===== config.mk =====
export PLATFORM = sky130hd
export DESIGN_NAME = hex_color_string_parser
export DESIGN_NICKNAME = d
export VERILOG_FILES = /design/src/hcp_pkg.sv /design/src/hcp_cell.sv /design/src/hcp_result_buf.sv /design/src/hex_color_string_parser.sv
export VERILOG_INCLUDE_DIRS = /design/src /design/src/src
export SDC_FILE = /design/constraint.sdc
export NUM_CORES = 1
export LEC_CHECK = 0
export BUFFER_PORTS_ARGS = -buffer_cell sky130_fd_sc_hd__buf_4
export CAP_MARGIN = 10
export CORE_UTILIZATION = 56
export CTS_BUF_LIST = sky130_fd_sc_hd__clkbuf_4 sky130_fd_sc_hd__clkbuf_8 sky130_fd_sc_hd__clkbuf_16
export CTS_CLUSTER_SIZE = 30
export DETAILED_ROUTE_END_ITERATION = 8
export GPL_TIMING_DRIVEN = 0
export HOLD_SLACK_MARGIN = 0.06
export MAX_ROUTING_LAYER = met4
export PLACE_DENSITY = 0.81
export SYNTH_ARGS = -nofsm -noshare
export SYNTH_HDL_FRONTEND = slang
export SYNTH_SLANG_ARGS = --single-unit

===== constraint.sdc =====
create_clock -name aclk -period 3.6 [get_ports aclk]
set_clock_uncertainty 0.2 [all_clocks]
set_input_delay 0.18 -clock aclk [delete_from_list [all_inputs] [get_ports aclk]]
set_output_delay 0.18 -clock aclk [all_outputs]
set_load 0.02 [all_outputs]

===== src/hex_color_string_parser_assert.svh =====
// assertion macros used by the rtl
`ifndef HEX_COLOR_STRING_PARSER_ASSERT_SVH
`define HEX_COLOR_STRING_PARSER_ASSERT_SVH

// antecedent in this cycle implies consequent in the same cycle
`define HCP_ASSERT_SAME(label, clk, rstn, ante, cons) \
    label: assert property (@(posedge clk) disable iff (!rstn) (ante) |-> (cons)) \
        else $error("assertion failed");

// antecedent in this cycle implies consequent in the next cycle
`define HCP_ASSERT_NEXT(label, clk, rstn, ante, cons) \
    label: assert property (@(posedge clk) disable iff (!rstn) (ante) |=> (cons)) \
        else $error("assertion failed");

`endif


===== src/hcp_pkg.sv =====
`default_nettype none
package hcp_pkg;

    localparam int unsigned NumCells = 8;
    localparam logic [7:0] HashChar = 8'h23;
    localparam logic [3:0] CountSat = 4'd9;
    localparam logic [3:0] CountStore = 4'd8;

    typedef enum logic [1:0] {
        ST_OK        = 2'd0,
        ST_EMPTY     = 2'd1,
        ST_BAD_LEN   = 2'd2,
        ST_BAD_DIGIT = 2'd3
    } hcp_status_t;

    typedef struct packed {
        hcp_status_t status;
        logic [7:0]  alpha;
        logic [7:0]  blue;
        logic [7:0]  green;
        logic [7:0]  red;
    } hcp_result_t;

    // bit 4 set for a non-hex character
    function automatic logic [4:0] hex_decode(input logic [7:0] ch);
        logic [4:0] v;
        v = 5'd16;
        if (ch >= 8'h30 && ch <= 8'h39) begin
            v = {1'b0, ch[3:0]};
        end else if ((ch >= 8'h61 && ch <= 8'h66) || (ch >= 8'h41 && ch <= 8'h46)) begin
            v = {1'b0, ch[3:0] + 4'd9};
        end
        return v;
    endfunction

    // v * 17
    function automatic logic [7:0] short_code(input logic [3:0] v);
        return {v, v};
    endfunction

endpackage
`default_nettype wire


===== src/hcp_cell.sv =====
`default_nettype none
module hcp_cell (
    input  wire logic       aclk,
    input  wire logic       shift_en,
    input  wire logic [3:0] nib_in,
    output logic [3:0]      nib_next,
    output logic [3:0]      nib_q
);

    logic [3:0] nib_reg;

    assign nib_next = shift_en ? nib_in : nib_reg;
    assign nib_q    = nib_reg;

    always_ff @(posedge aclk) begin
        nib_reg <= nib_next;
    end

endmodule
`default_nettype wire


===== src/hcp_result_buf.sv =====
`default_nettype none
module hcp_result_buf
    import hcp_pkg::*;
(
    input  wire logic        aclk,
    input  wire logic        aresetn,
    input  wire logic        in_valid,
    input  wire hcp_result_t in_data,
    output logic             in_ready,
    output logic             out_valid,
    output hcp_result_t      out_data,
    input  wire logic        out_ready
);

    logic        out_valid_reg;
    logic        skid_valid_reg;
    hcp_result_t out_reg;
    hcp_result_t skid_reg;
    logic        pop;

    assign pop       = out_valid_reg & out_ready;
    assign in_ready  = !skid_valid_reg;
    assign out_valid = out_valid_reg;
    assign out_data  = out_reg;

    always_ff @(posedge aclk) begin
        if (!aresetn) begin
            out_valid_reg  <= 1'b0;
            skid_valid_reg <= 1'b0;
        end else if (!out_valid_reg || pop) begin
            out_valid_reg  <= skid_valid_reg | in_valid;
            skid_valid_reg <= 1'b0;
        end else if (in_valid) begin
            skid_valid_reg <= 1'b1;
        end
    end

    always_ff @(posedge aclk) begin
        if (!out_valid_reg || pop) begin
            out_reg <= skid_valid_reg ? skid_reg : in_data;
        end else if (in_valid) begin
            skid_reg <= in_data;
        end
    end

endmodule
`default_nettype wire


===== src/hex_color_string_parser.sv =====
// a result is formed from the beat with s_tlast and registered in the output buffer that drives m_tvalid
// throughput: one beat per cycle while s_tready is high; a two-deep output buffer holds results while m_tready is low
// eight nibble cells form a shift chain, one stage per digit
// reset (aresetn low, synchronous) clears digit count, flags, mode and output buffer
// nibble cells are not reset; only cells written in the current string are read
`default_nettype none
`include "hex_color_string_parser_assert.svh"
module hex_color_string_parser
    import hcp_pkg::*;
(
    input  wire logic        aclk,
    input  wire logic        aresetn,
    input  wire logic        s_tvalid,
    output logic             s_tready,
    input  wire logic [7:0]  s_tdata,   // character
    input  wire logic [0:0]  s_tuser,   // char_present
    input  wire logic        s_tlast,
    output logic             m_tvalid,
    input  wire logic        m_tready,
    output logic [31:0]      m_tdata,   // red, green, blue, alpha
    output logic [1:0]       m_tuser,   // status
    input  wire logic        psel,
    input  wire logic        penable,
    input  wire logic        pwrite,
    input  wire logic [2:0]  paddr,
    input  wire logic [31:0] pwdata,
    output logic [31:0]      prdata,
    output logic             pready
);

    logic        mode_reg;
    logic [3:0]  count_reg;
    logic [3:0]  count_next;
    logic        bad_reg;
    logic        bad_next;
    logic        start_reg;
    logic        accept;
    logic        present;
    logic        is_digit;
    logic [4:0]  dec;
    logic        shift_en;
    logic        empty;
    logic [3:0]  cell_q    [NumCells];
    logic [3:0]  cell_next [NumCells];
    logic [3:0]  cell_in   [NumCells];
    hcp_result_t res;
    hcp_result_t out_res;
    logic        res_valid;

    assign pready = 1'b1;
    assign prdata = (paddr == 3'd0) ? {31'd0, mode_reg} : 32'd0;

    always_ff @(posedge aclk) begin
        if (!aresetn) begin
            mode_reg <= 1'b0;
        end else if (psel && penable && pwrite && pready && paddr == 3'd0) begin
            mode_reg <= pwdata[0];
        end
    end

    assign accept   = s_tvalid & s_tready;
    assign present  = s_tuser[0];
    assign dec      = hex_decode(s_tdata);
    assign is_digit = present && !(start_reg && s_tdata == HashChar);
    assign shift_en = accept && is_digit && count_reg < CountStore;
    assign empty    = !present && start_reg;

    assign count_next = (is_digit && count_reg < CountSat) ? count_reg + 4'd1 : count_reg;
    assign bad_next   = bad_reg | (is_digit & dec[4]);

    // digit chain, newest digit enters cell 0
    genvar gi;
    generate
        for (gi = 0; gi < NumCells; gi++) begin : g_cell
            if (gi == 0) begin : g_head
                assign cell_in[gi] = dec[4] ? 4'd0 : dec[3:0];
            end else begin : g_link
                assign cell_in[gi] = cell_q[gi-1];
            end
            hcp_cell u_cell (
                .aclk     (aclk),
                .shift_en (shift_en),
                .nib_in   (cell_in[gi]),
                .nib_next (cell_next[gi]),
                .nib_q    (cell_q[gi])
            );
        end
    endgenerate

    always_ff @(posedge aclk) begin
        if (!aresetn) begin
            count_reg <= 4'd0;
            bad_reg   <= 1'b0;
            start_reg <= 1'b1;
        end else if (accept) begin
            if (s_tlast) begin
                count_reg <= 4'd0;
                bad_reg   <= 1'b0;
                start_reg <= 1'b1;
            end else begin
                count_reg <= count_next;
                bad_reg   <= bad_next;
                start_reg <= start_reg & !present;
            end
        end
    end

    assign res_valid = accept & s_tlast;

    always_comb begin
        res = '0;
        priority if (empty) begin
            res.status = ST_EMPTY;
        end else if (count_next != 4'd3 && count_next != 4'd4 &&
                     count_next != 4'd6 && count_next != 4'd8) begin
            res.status = ST_BAD_LEN;
        end else if (bad_next) begin
            res.status = ST_BAD_DIGIT;
        end else if (count_next == 4'd3) begin
            res.red   = short_code(cell_next[2]);
            res.green = short_code(cell_next[1]);
            res.blue  = short_code(cell_next[0]);
            res.alpha = 8'hFF;
        end else if (count_next == 4'd4) begin
            if (mode_reg) begin
                res.alpha = short_code(cell_next[3]);
                res.red   = short_code(cell_next[2]);
                res.green = short_code(cell_next[1]);
                res.blue  = short_code(cell_next[0]);
            end else begin
                res.red   = short_code(cell_next[3]);
                res.green = short_code(cell_next[2]);
                res.blue  = short_code(cell_next[1]);
                res.alpha = short_code(cell_next[0]);
            end
        end else if (count_next == 4'd6) begin
            res.red   = {cell_next[5], cell_next[4]};
            res.green = {cell_next[3], cell_next[2]};
            res.blue  = {cell_next[1], cell_next[0]};
            res.alpha = 8'hFF;
        end else begin
            if (mode_reg) begin
                res.alpha = {cell_next[7], cell_next[6]};
                res.red   = {cell_next[5], cell_next[4]};
                res.green = {cell_next[3], cell_next[2]};
                res.blue  = {cell_next[1], cell_next[0]};
            end else begin
                res.red   = {cell_next[7], cell_next[6]};
                res.green = {cell_next[5], cell_next[4]};
                res.blue  = {cell_next[3], cell_next[2]};
                res.alpha = {cell_next[1], cell_next[0]};
            end
        end
    end

    hcp_result_buf u_buf (
        .aclk      (aclk),
        .aresetn   (aresetn),
        .in_valid  (res_valid),
        .in_data   (res),
        .in_ready  (s_tready),
        .out_valid (m_tvalid),
        .out_data  (out_res),
        .out_ready (m_tready)
    );

    assign m_tdata = {out_res.alpha, out_res.blue, out_res.green, out_res.red};
    assign m_tuser = out_res.status;

    `HCP_ASSERT_SAME(a_stall_only_when_full, aclk, aresetn, !s_tready, m_tvalid && !$past(m_tready))
    `HCP_ASSERT_NEXT(a_restart_after_last, aclk, aresetn, accept && s_tlast,
                     count_reg == 4'd0 && start_reg && !bad_reg)
    `HCP_ASSERT_SAME(a_count_saturates, aclk, aresetn, 1'b1, count_reg <= CountSat)
    `HCP_ASSERT_SAME(a_error_zero_channels, aclk, aresetn, m_tvalid && m_tuser != ST_OK,
                     m_tdata == 32'd0)

endmodule
`default_nettype wire


After elaboration in Yosys (flattened, before gate mapping)
Cells that the tools add are included.
Word-level totals
  flip-flop bits (word level): 109
  bits of input ports: 52
  output and inout port bits: 69
  logic and storage cells: 103
Cells by class
  $add $sub $neg: 2
  magnitude comparators: 8
  eq/ne operators: 8
  multiplexer cells: 28
  bitwise logic cells: 9
  reduce and logical (&&, ||, !) cells: 24
Operators by type and width (count)
  32-bit 2-to-1 mux: 8
  4-bit 2-to-1 mux: 11
  34-bit 2-to-1 mux: 1
  8-bit by 7-bit >= comparator with 1-bit output, second input constant: 2
  8-bit by 7-bit less-or-equal comparator with 1-bit output, second input constant: 2
  1-bit logical AND: 15
  5-bit 2-to-1 mux: 2
  4-bit by 3-bit == test with 1-bit output, second input constant: 2
  8-bit by 6-bit == test with 1-bit output, second input constant: 1
  8-bit by 6-bit >= comparator with 1-bit output, second input constant: 1
  8-bit by 6-bit less-or-equal comparator with 1-bit output, second input constant: 1
  4-bit < comparator, second input constant: 2
  4-bit by 3-bit != test with 1-bit output, second input constant: 2
  2-bit 2-to-1 mux: 3
  1-bit bitwise AND: 5
  4-bit by 1-bit adder with 4-bit output, second input constant: 1
  4-bit adder, second input constant: 1
  4-bit by 2-bit == test with 1-bit output, second input constant: 1
  1-bit logical NOT: 4
  4-bit by 2-bit != test with 1-bit output, second input constant: 1
  4-bit != test, second input constant: 1
  3-bit logical NOT: 1
  1-bit 2-to-1 mux: 3
  1-bit logical OR: 2
  4 further kinds: 6

Depth between registers and ports, before layout
  depth after elaboration: 15
  depth in mapped cells: 11

By module
Synthesis repeated with hierarchy kept, for this count alone.
Unflattened totals
  cell total of the unflattened synthesis: 471
  area, all modules: 5715.5 um^2
Modules (own cells, without submodules)
  hcp_result_buf: times used 1, cells each 115, area an instance 2685.1 um^2, sequential area each 2082.0 um^2
  hex_color_string_parser: times used 1, cells each 292, area an instance 2029.4 um^2, sequential area each 140.1 um^2
  hcp_cell: times used 8, cells each 8, area an instance 125.1 um^2, sequential area each 80.1 um^2

Least setup slack after synthesis
OpenSTA, ideal clock, no wires.
  path kind: register to register
  start point: register u_buf.out_valid_reg, in the netlist u_buf.out_valid
  end point: register u_buf.skid_reg[0] (netlist bit), enable pin
  arrival: 2.841 ns
  slack: 0.134 ns
  cell stages (with the launch flop): 3
  path buffers: 0
  cells stage by stage: dfxtp_1 nand2b_1 nor2_1
Between the ends
  cells in the longest elaborated chain, start to end: 4
  elaborated cells between the ends (all ways): 5
  those cells by class: 2 x bitwise; 3 x reduce/logical
RTL lines
  start, declared: RTL line hcp_result_buf.sv:15  | logic out_valid_reg;
  start signal, assigned: RTL line hcp_result_buf.sv:31  | out_valid_reg <= skid_valid_reg | in_valid;
  1-bit bitwise AND / 1-bit logical NOT (equally long branches): RTL line hcp_result_buf.sv:21, hcp_result_buf.sv:39
  1-bit logical OR (*): RTL line hcp_result_buf.sv:39  | if (!out_valid_reg || pop) begin
  1-bit inverter (no line) (*)
  2-bit AND reduction (no line) (*)
  end signal, assigned: RTL line hcp_result_buf.sv:42  | skid_reg <= in_data;
  end, declared: RTL line hcp_result_buf.sv:18  | hcp_result_t skid_reg;
Every way passes the cells marked *; elsewhere a longest branch is shown, timed or not.
A chain may end at the register's enable or synchronous reset.

Final worst setup path
  start point: register start_reg
  end point: register u_buf.out_reg (netlist bit u_buf.out_data[1]) (data pin)
Between the ends
  cells in the longest elaborated chain, start to end: 14
  elaborated cells between the ends (all ways): 33
  those cells by class: 7 x eq/ne; 14 x mux; 2 x bitwise; 10 x reduce/logical
RTL lines
  start, declared: RTL line hex_color_string_parser.sv:36  | logic start_reg;
  start signal, assigned: RTL line hex_color_string_parser.sv:103  | start_reg <= start_reg & !present;
  1-bit logical AND: RTL line hex_color_string_parser.sv:64  | assign is_digit = present && !(start_reg && s_tdata == HashChar);
  1-bit logical NOT: RTL line hex_color_string_parser.sv:64
  1-bit logical AND: RTL line hex_color_string_parser.sv:64
  1-bit logical AND (2 in series): RTL line hex_color_string_parser.sv:65  | assign shift_en = accept && is_digit && count_reg < CountStore;
  4-bit 2-to-1 mux: RTL line hcp_cell.sv:12  | assign nib_next = shift_en ? nib_in : nib_reg;
  32-bit 2-to-1 mux: RTL line hex_color_string_parser.sv:142  | if (mode_reg) begin
  32-bit 2-to-1 mux: RTL line hex_color_string_parser.sv:136  | end else if (count_next == 4'd6) begin
  32-bit 2-to-1 mux: RTL line hex_color_string_parser.sv:124  | end else if (count_next == 4'd4) begin
  32-bit 2-to-1 mux: RTL line hex_color_string_parser.sv:119  | end else if (count_next == 4'd3) begin
  32-bit 2-to-1 mux: RTL line hex_color_string_parser.sv:117  | end else if (bad_next) begin
  32-bit 2-to-1 mux: RTL line hex_color_string_parser.sv:114  | end else if (count_next != 4'd3 && count_next != 4'd4 &&
  32-bit 2-to-1 mux (*): RTL line hex_color_string_parser.sv:112  | priority if (empty) begin
  34-bit 2-to-1 mux (*): RTL line hcp_result_buf.sv:40  | out_reg <= skid_valid_reg ? skid_reg : in_data;
  end signal, assigned: RTL line hcp_result_buf.sv:40
  end, declared: RTL line hcp_result_buf.sv:17  | hcp_result_t out_reg;
Marks and branches as above.

==> results by group <==
Critical path
  • Required time at the endpoint of the critical path: 3530 ps
  • Setup crit end kind: flop
  • CP Class: reg -> reg
  • Biggest fanout along the worst timing path: 10
  • Max incr delay on CP: 580 ps
  • Startpoint kind of the worst setup timing path: flop
  • Cell Chain, Critical Path: nor4bb_4 > a21oi_2 > buf_4 > buf_2 > mux2i_1 > mux2i_1 > o22ai_1 > a2bb2oi_1 > o21ai_1
  • Most frequent cell on the critical path: sky130_fd_sc_hd__mux2i_1
  • Slowest cell on the critical path: sky130_fd_sc_hd__a21oi_2
  • Data arrival at the endpoint of the critical path: 3450 ps

Floorplanning
  • Number of primary I/O pins: 121
  • Floorplan die width: 106 µm
  • Die Outline Area: 0.0111 mm²
  • Height of the chip: 106 µm
  • Starting Density: 0.579
  • Core area: 0.0104 mm²
  • Std-Cell Rows: 37

Clock tree
  • Number of clock sinks: 109
  • Clock tree from TritonCTS: built
  • H-tree depth reported by CTS: 3
  • Cell at the root of the clock tree: sky130_fd_sc_hd__clkbuf_8
  • Clock latency of the later-clocked register in the worst-skew pair: 390 ps
  • Clock transition at the register clock pins on the worst setup and hold paths after CTS: 110 ps
  • Worst-case clock buffer depth: 2
  • Clock buffer count from CTS: 9

Synth
  • FF+latch count, synth: between 100 and 150
  • Synthesized instance count: approximately 590
  • Number of warnings issued by yosys: 0
  • Register area share after synthesis: 0.477
  • Number of distinct standard cells referenced by the synthesized netlist: 73
  • Number of flops mapped to enable cells by yosys: between 60 and 70
  • Ys async rst share: 0
  • Post-synthesis instance area: 0.00600 mm²
  • Mean instance size in the synthesized netlist: 10.1 µm²
  • Dominant synthesized flop cell: sky130_fd_sc_hd__edfxtp_1

Power and ir drop
  • Peak ir drop on the vdd network: 0.238 mV
  • Cell Pwr Density: roughly 440 mW/mm²
  • Leakage component of the power: 2.91 nW

Placed design
  • HPWL reported at the end of detailed placement: 12,000 µm
  • Standard cell area after detailed placement: between 0.006 and 0.007 mm²
  • Final GP Congestion: 0.942
  • Number of I/O port buffers: 57
  • Cell total after placement: 815

Layout
  • Leading cell type in the layout, fill and taps excluded: sky130_fd_sc_hd__buf_4
  • Fraction of final layout cells sized beyond drive strength 1: 0.238
  • Utilization after layout: 0.675
  • Cell area after layout: 0.00700 mm²
  • Most used cells in the layout excluding fill and tap cells: sky130_fd_sc_hd__buf_4, sky130_fd_sc_hd__edfxtp_1, sky130_fd_sc_hd__nand2_1
  • Number of antenna cells inserted: 0
  • Final Non-Filler Cells: 838
  • Area growth from synthesis to layout: 16.6%
  • Nets: 754

Detailed routing
  • Detailed router's first-iteration violation count: 460
  • Total via count after detailed routing: 4,924
  • Sum of routed wire length over all layers: about 16,000 µm
  • Drt drc: 0
  • Post-DR wirelength/cell: a little under 20 µm
  • Post-route ant nets: 0
  • First-pass DRT Iterations: 6
  • Vias per Instance: 5.88

Timing
  • Final Hold Viols: 0
  • Slew @ Worst Pin: 1010 ps
  • Max frequency: 284 MHz
  • Worst slew slack as a fraction of its limit: 0.325
  • Final setup violating endpoints: 0
  • Crit path time final: 3520 ps
  • RSZ-0062 raised after global routing: no
  • Post-Route Setup TNS: 0 ps
  • Number of pins with negative max-slew slack in the final report: 0
  • WHS: ~170 ps
  • Period utilization: 0.979

Global route
  • Vias in the first global route: 4,591
  • GR Util All Layers: 0.305
  • Pin count of the biggest net entering global routing: 38
  • First-pass GRT wire length: 25,000 µm
  • Number of antenna violations at the first check in global routing: 0
  • Total overflow reported by the global router: 0

Outcome
  • Run status: finished clean

Flow run
  • Reported max-cap violation count: 0

Hold path
  • Worst min-delay path class: in -> reg
## where the power goes
part / internal, W / leakage [nW] / switching, W
combinational: 0.000320 / 1.76 / 0.000510
sequential: 0.00146 / 1.06 / 0.0000681
clock: 0.000267 / 0.0907 / 0.000463
total: 0.00204 / 2.91 / 0.00104
## final timing paths
| path | from | endpoint | slack, ps | cells past startpoint |
|---|---|---|---|---|
| setup / recovery | start_reg$_SDFFE_PN1P_ | u_buf.out_data[1]$_DFFE_PP_ | 80 | 9 |
| hold / removal | s_tdata[1] | g_cell[0].u_cell.nib_q[1]$_DFF_P_ | 170 | 4 |
| setup reg to reg | start_reg$_SDFFE_PN1P_ | u_buf.out_data[1]$_DFFE_PP_ | 80 | 9 |
| hold reg to reg | bad_reg$_SDFFE_PN0P_ | bad_reg$_SDFFE_PN0P_ | 310 | 2 |
## area by class of cell
| type | count | area (µm²) |
|---|---|---|
| buffer | 65 | 405 |
| clock buffer | 9 | 124 |
| clock inverter | 7 | 68.8 |
| fill | 830 | 3370 |
| inverter | 33 | 124 |
| multi-input combinational | 415 | 2750 |
| sequential | 109 | 2860 |
| tap | 136 | 170 |
| timing repair buffer | 64 | 498 |
## cell usage after synthesis, types with 4 or more instances
cell type,count,share of area
sky130_fd_sc_hd__buf_4,35,0.044
sky130_fd_sc_hd__nand2_1,46,0.029
sky130_fd_sc_hd__a22o_1,5,0.0073
sky130_fd_sc_hd__nand3_1,9,0.0075
sky130_fd_sc_hd__mux2_2,14,0.026
sky130_fd_sc_hd__clkbuf_1,12,0.0075
sky130_fd_sc_hd__a22oi_1,6,0.0075
sky130_fd_sc_hd__a21oi_1,17,0.014
sky130_fd_sc_hd__mux2i_1,42,0.070
sky130_fd_sc_hd__nand2b_1,6,0.0063
sky130_fd_sc_hd__o21ai_1,22,0.018
sky130_fd_sc_hd__dfxtp_1,41,0.14
sky130_fd_sc_hd__a2bb2oi_1,6,0.0088
sky130_fd_sc_hd__and2_1,7,0.0073
sky130_fd_sc_hd__edfxtp_1,68,0.34
sky130_fd_sc_hd__a211oi_1,6,0.0075
sky130_fd_sc_hd__a31oi_1,13,0.014
sky130_fd_sc_hd__nor3_1,18,0.015
sky130_fd_sc_hd__nor2_1,44,0.028
sky130_fd_sc_hd__o211ai_1,4,0.0050
sky130_fd_sc_hd__ha_1,5,0.010
sky130_fd_sc_hd__buf_2,17,0.014
sky130_fd_sc_hd__o21ai_0,25,0.021
sky130_fd_sc_hd__nor2b_1,11,0.011
sky130_fd_sc_hd__o21a_1,5,0.0063
sky130_fd_sc_hd__o22ai_1,8,0.0083
sky130_fd_sc_hd__o31ai_1,5,0.0063
sky130_fd_sc_hd__inv_1,32,0.020
## worst max-delay path, delay by kind of cell, from the launching register on
family                 cells  cell delay, ps
AO/OA/AOI/OAI              4            1390
buffers and inverters      2             650
flip-flops                 1             360
multiplexers               2             470
AND/OR/NAND/NOR            1             180
## metrics by stage
stage | setup slack (ps) | total power (W)
after floorplan | 134 | 0.00210
after global placement | -695 | 0.00233
after detailed placement | 67.5 | 0.00235
after CTS | 83.1 | 0.00306
after global routing | 18.8 | 0.00320
final | 76.7 | 0.00309
## kinds of logic (layout without fill, tap and decap cells)
group,Yosys count,in the layout,synth area share
buf+inv,98,178,0.0880
flops,109,109,0.477
mux,56,56,0.0963
compound gates,149,149,0.170
other cells,2,32,0.00125
fa+ha+maj,5,5,0.0104
simple gates,172,172,0.156
xor+xnor,1,1,0.00146
## layer usage
| metal | up-vias | share of wire | GRT usage | wire length (µm) |
|---|---|---|---|---|
| met3 | 35 | 0.090 | 0.0538 | 1460 |
| met1 | 2332 | 0.43 | 0.415 | 6940 |
| met5 | - | 0 | - | 0 |
| met4 | 0 | 0.025 | 0.117 | 410 |
| li1 | 2318 | - | - | - |
| met2 | 239 | 0.46 | 0.456 | 7360 |
## timing repair
action | 4_1_cts | 5_1_grt
resized for setup | 0 | 4
endpoints found under the hold margin | 10 | 0
hold buffers | 7 | 0
endpoints found under the setup margin | 0 | 5
setup buffers | 0 | 0
Power figures use the tool's default switching activity.
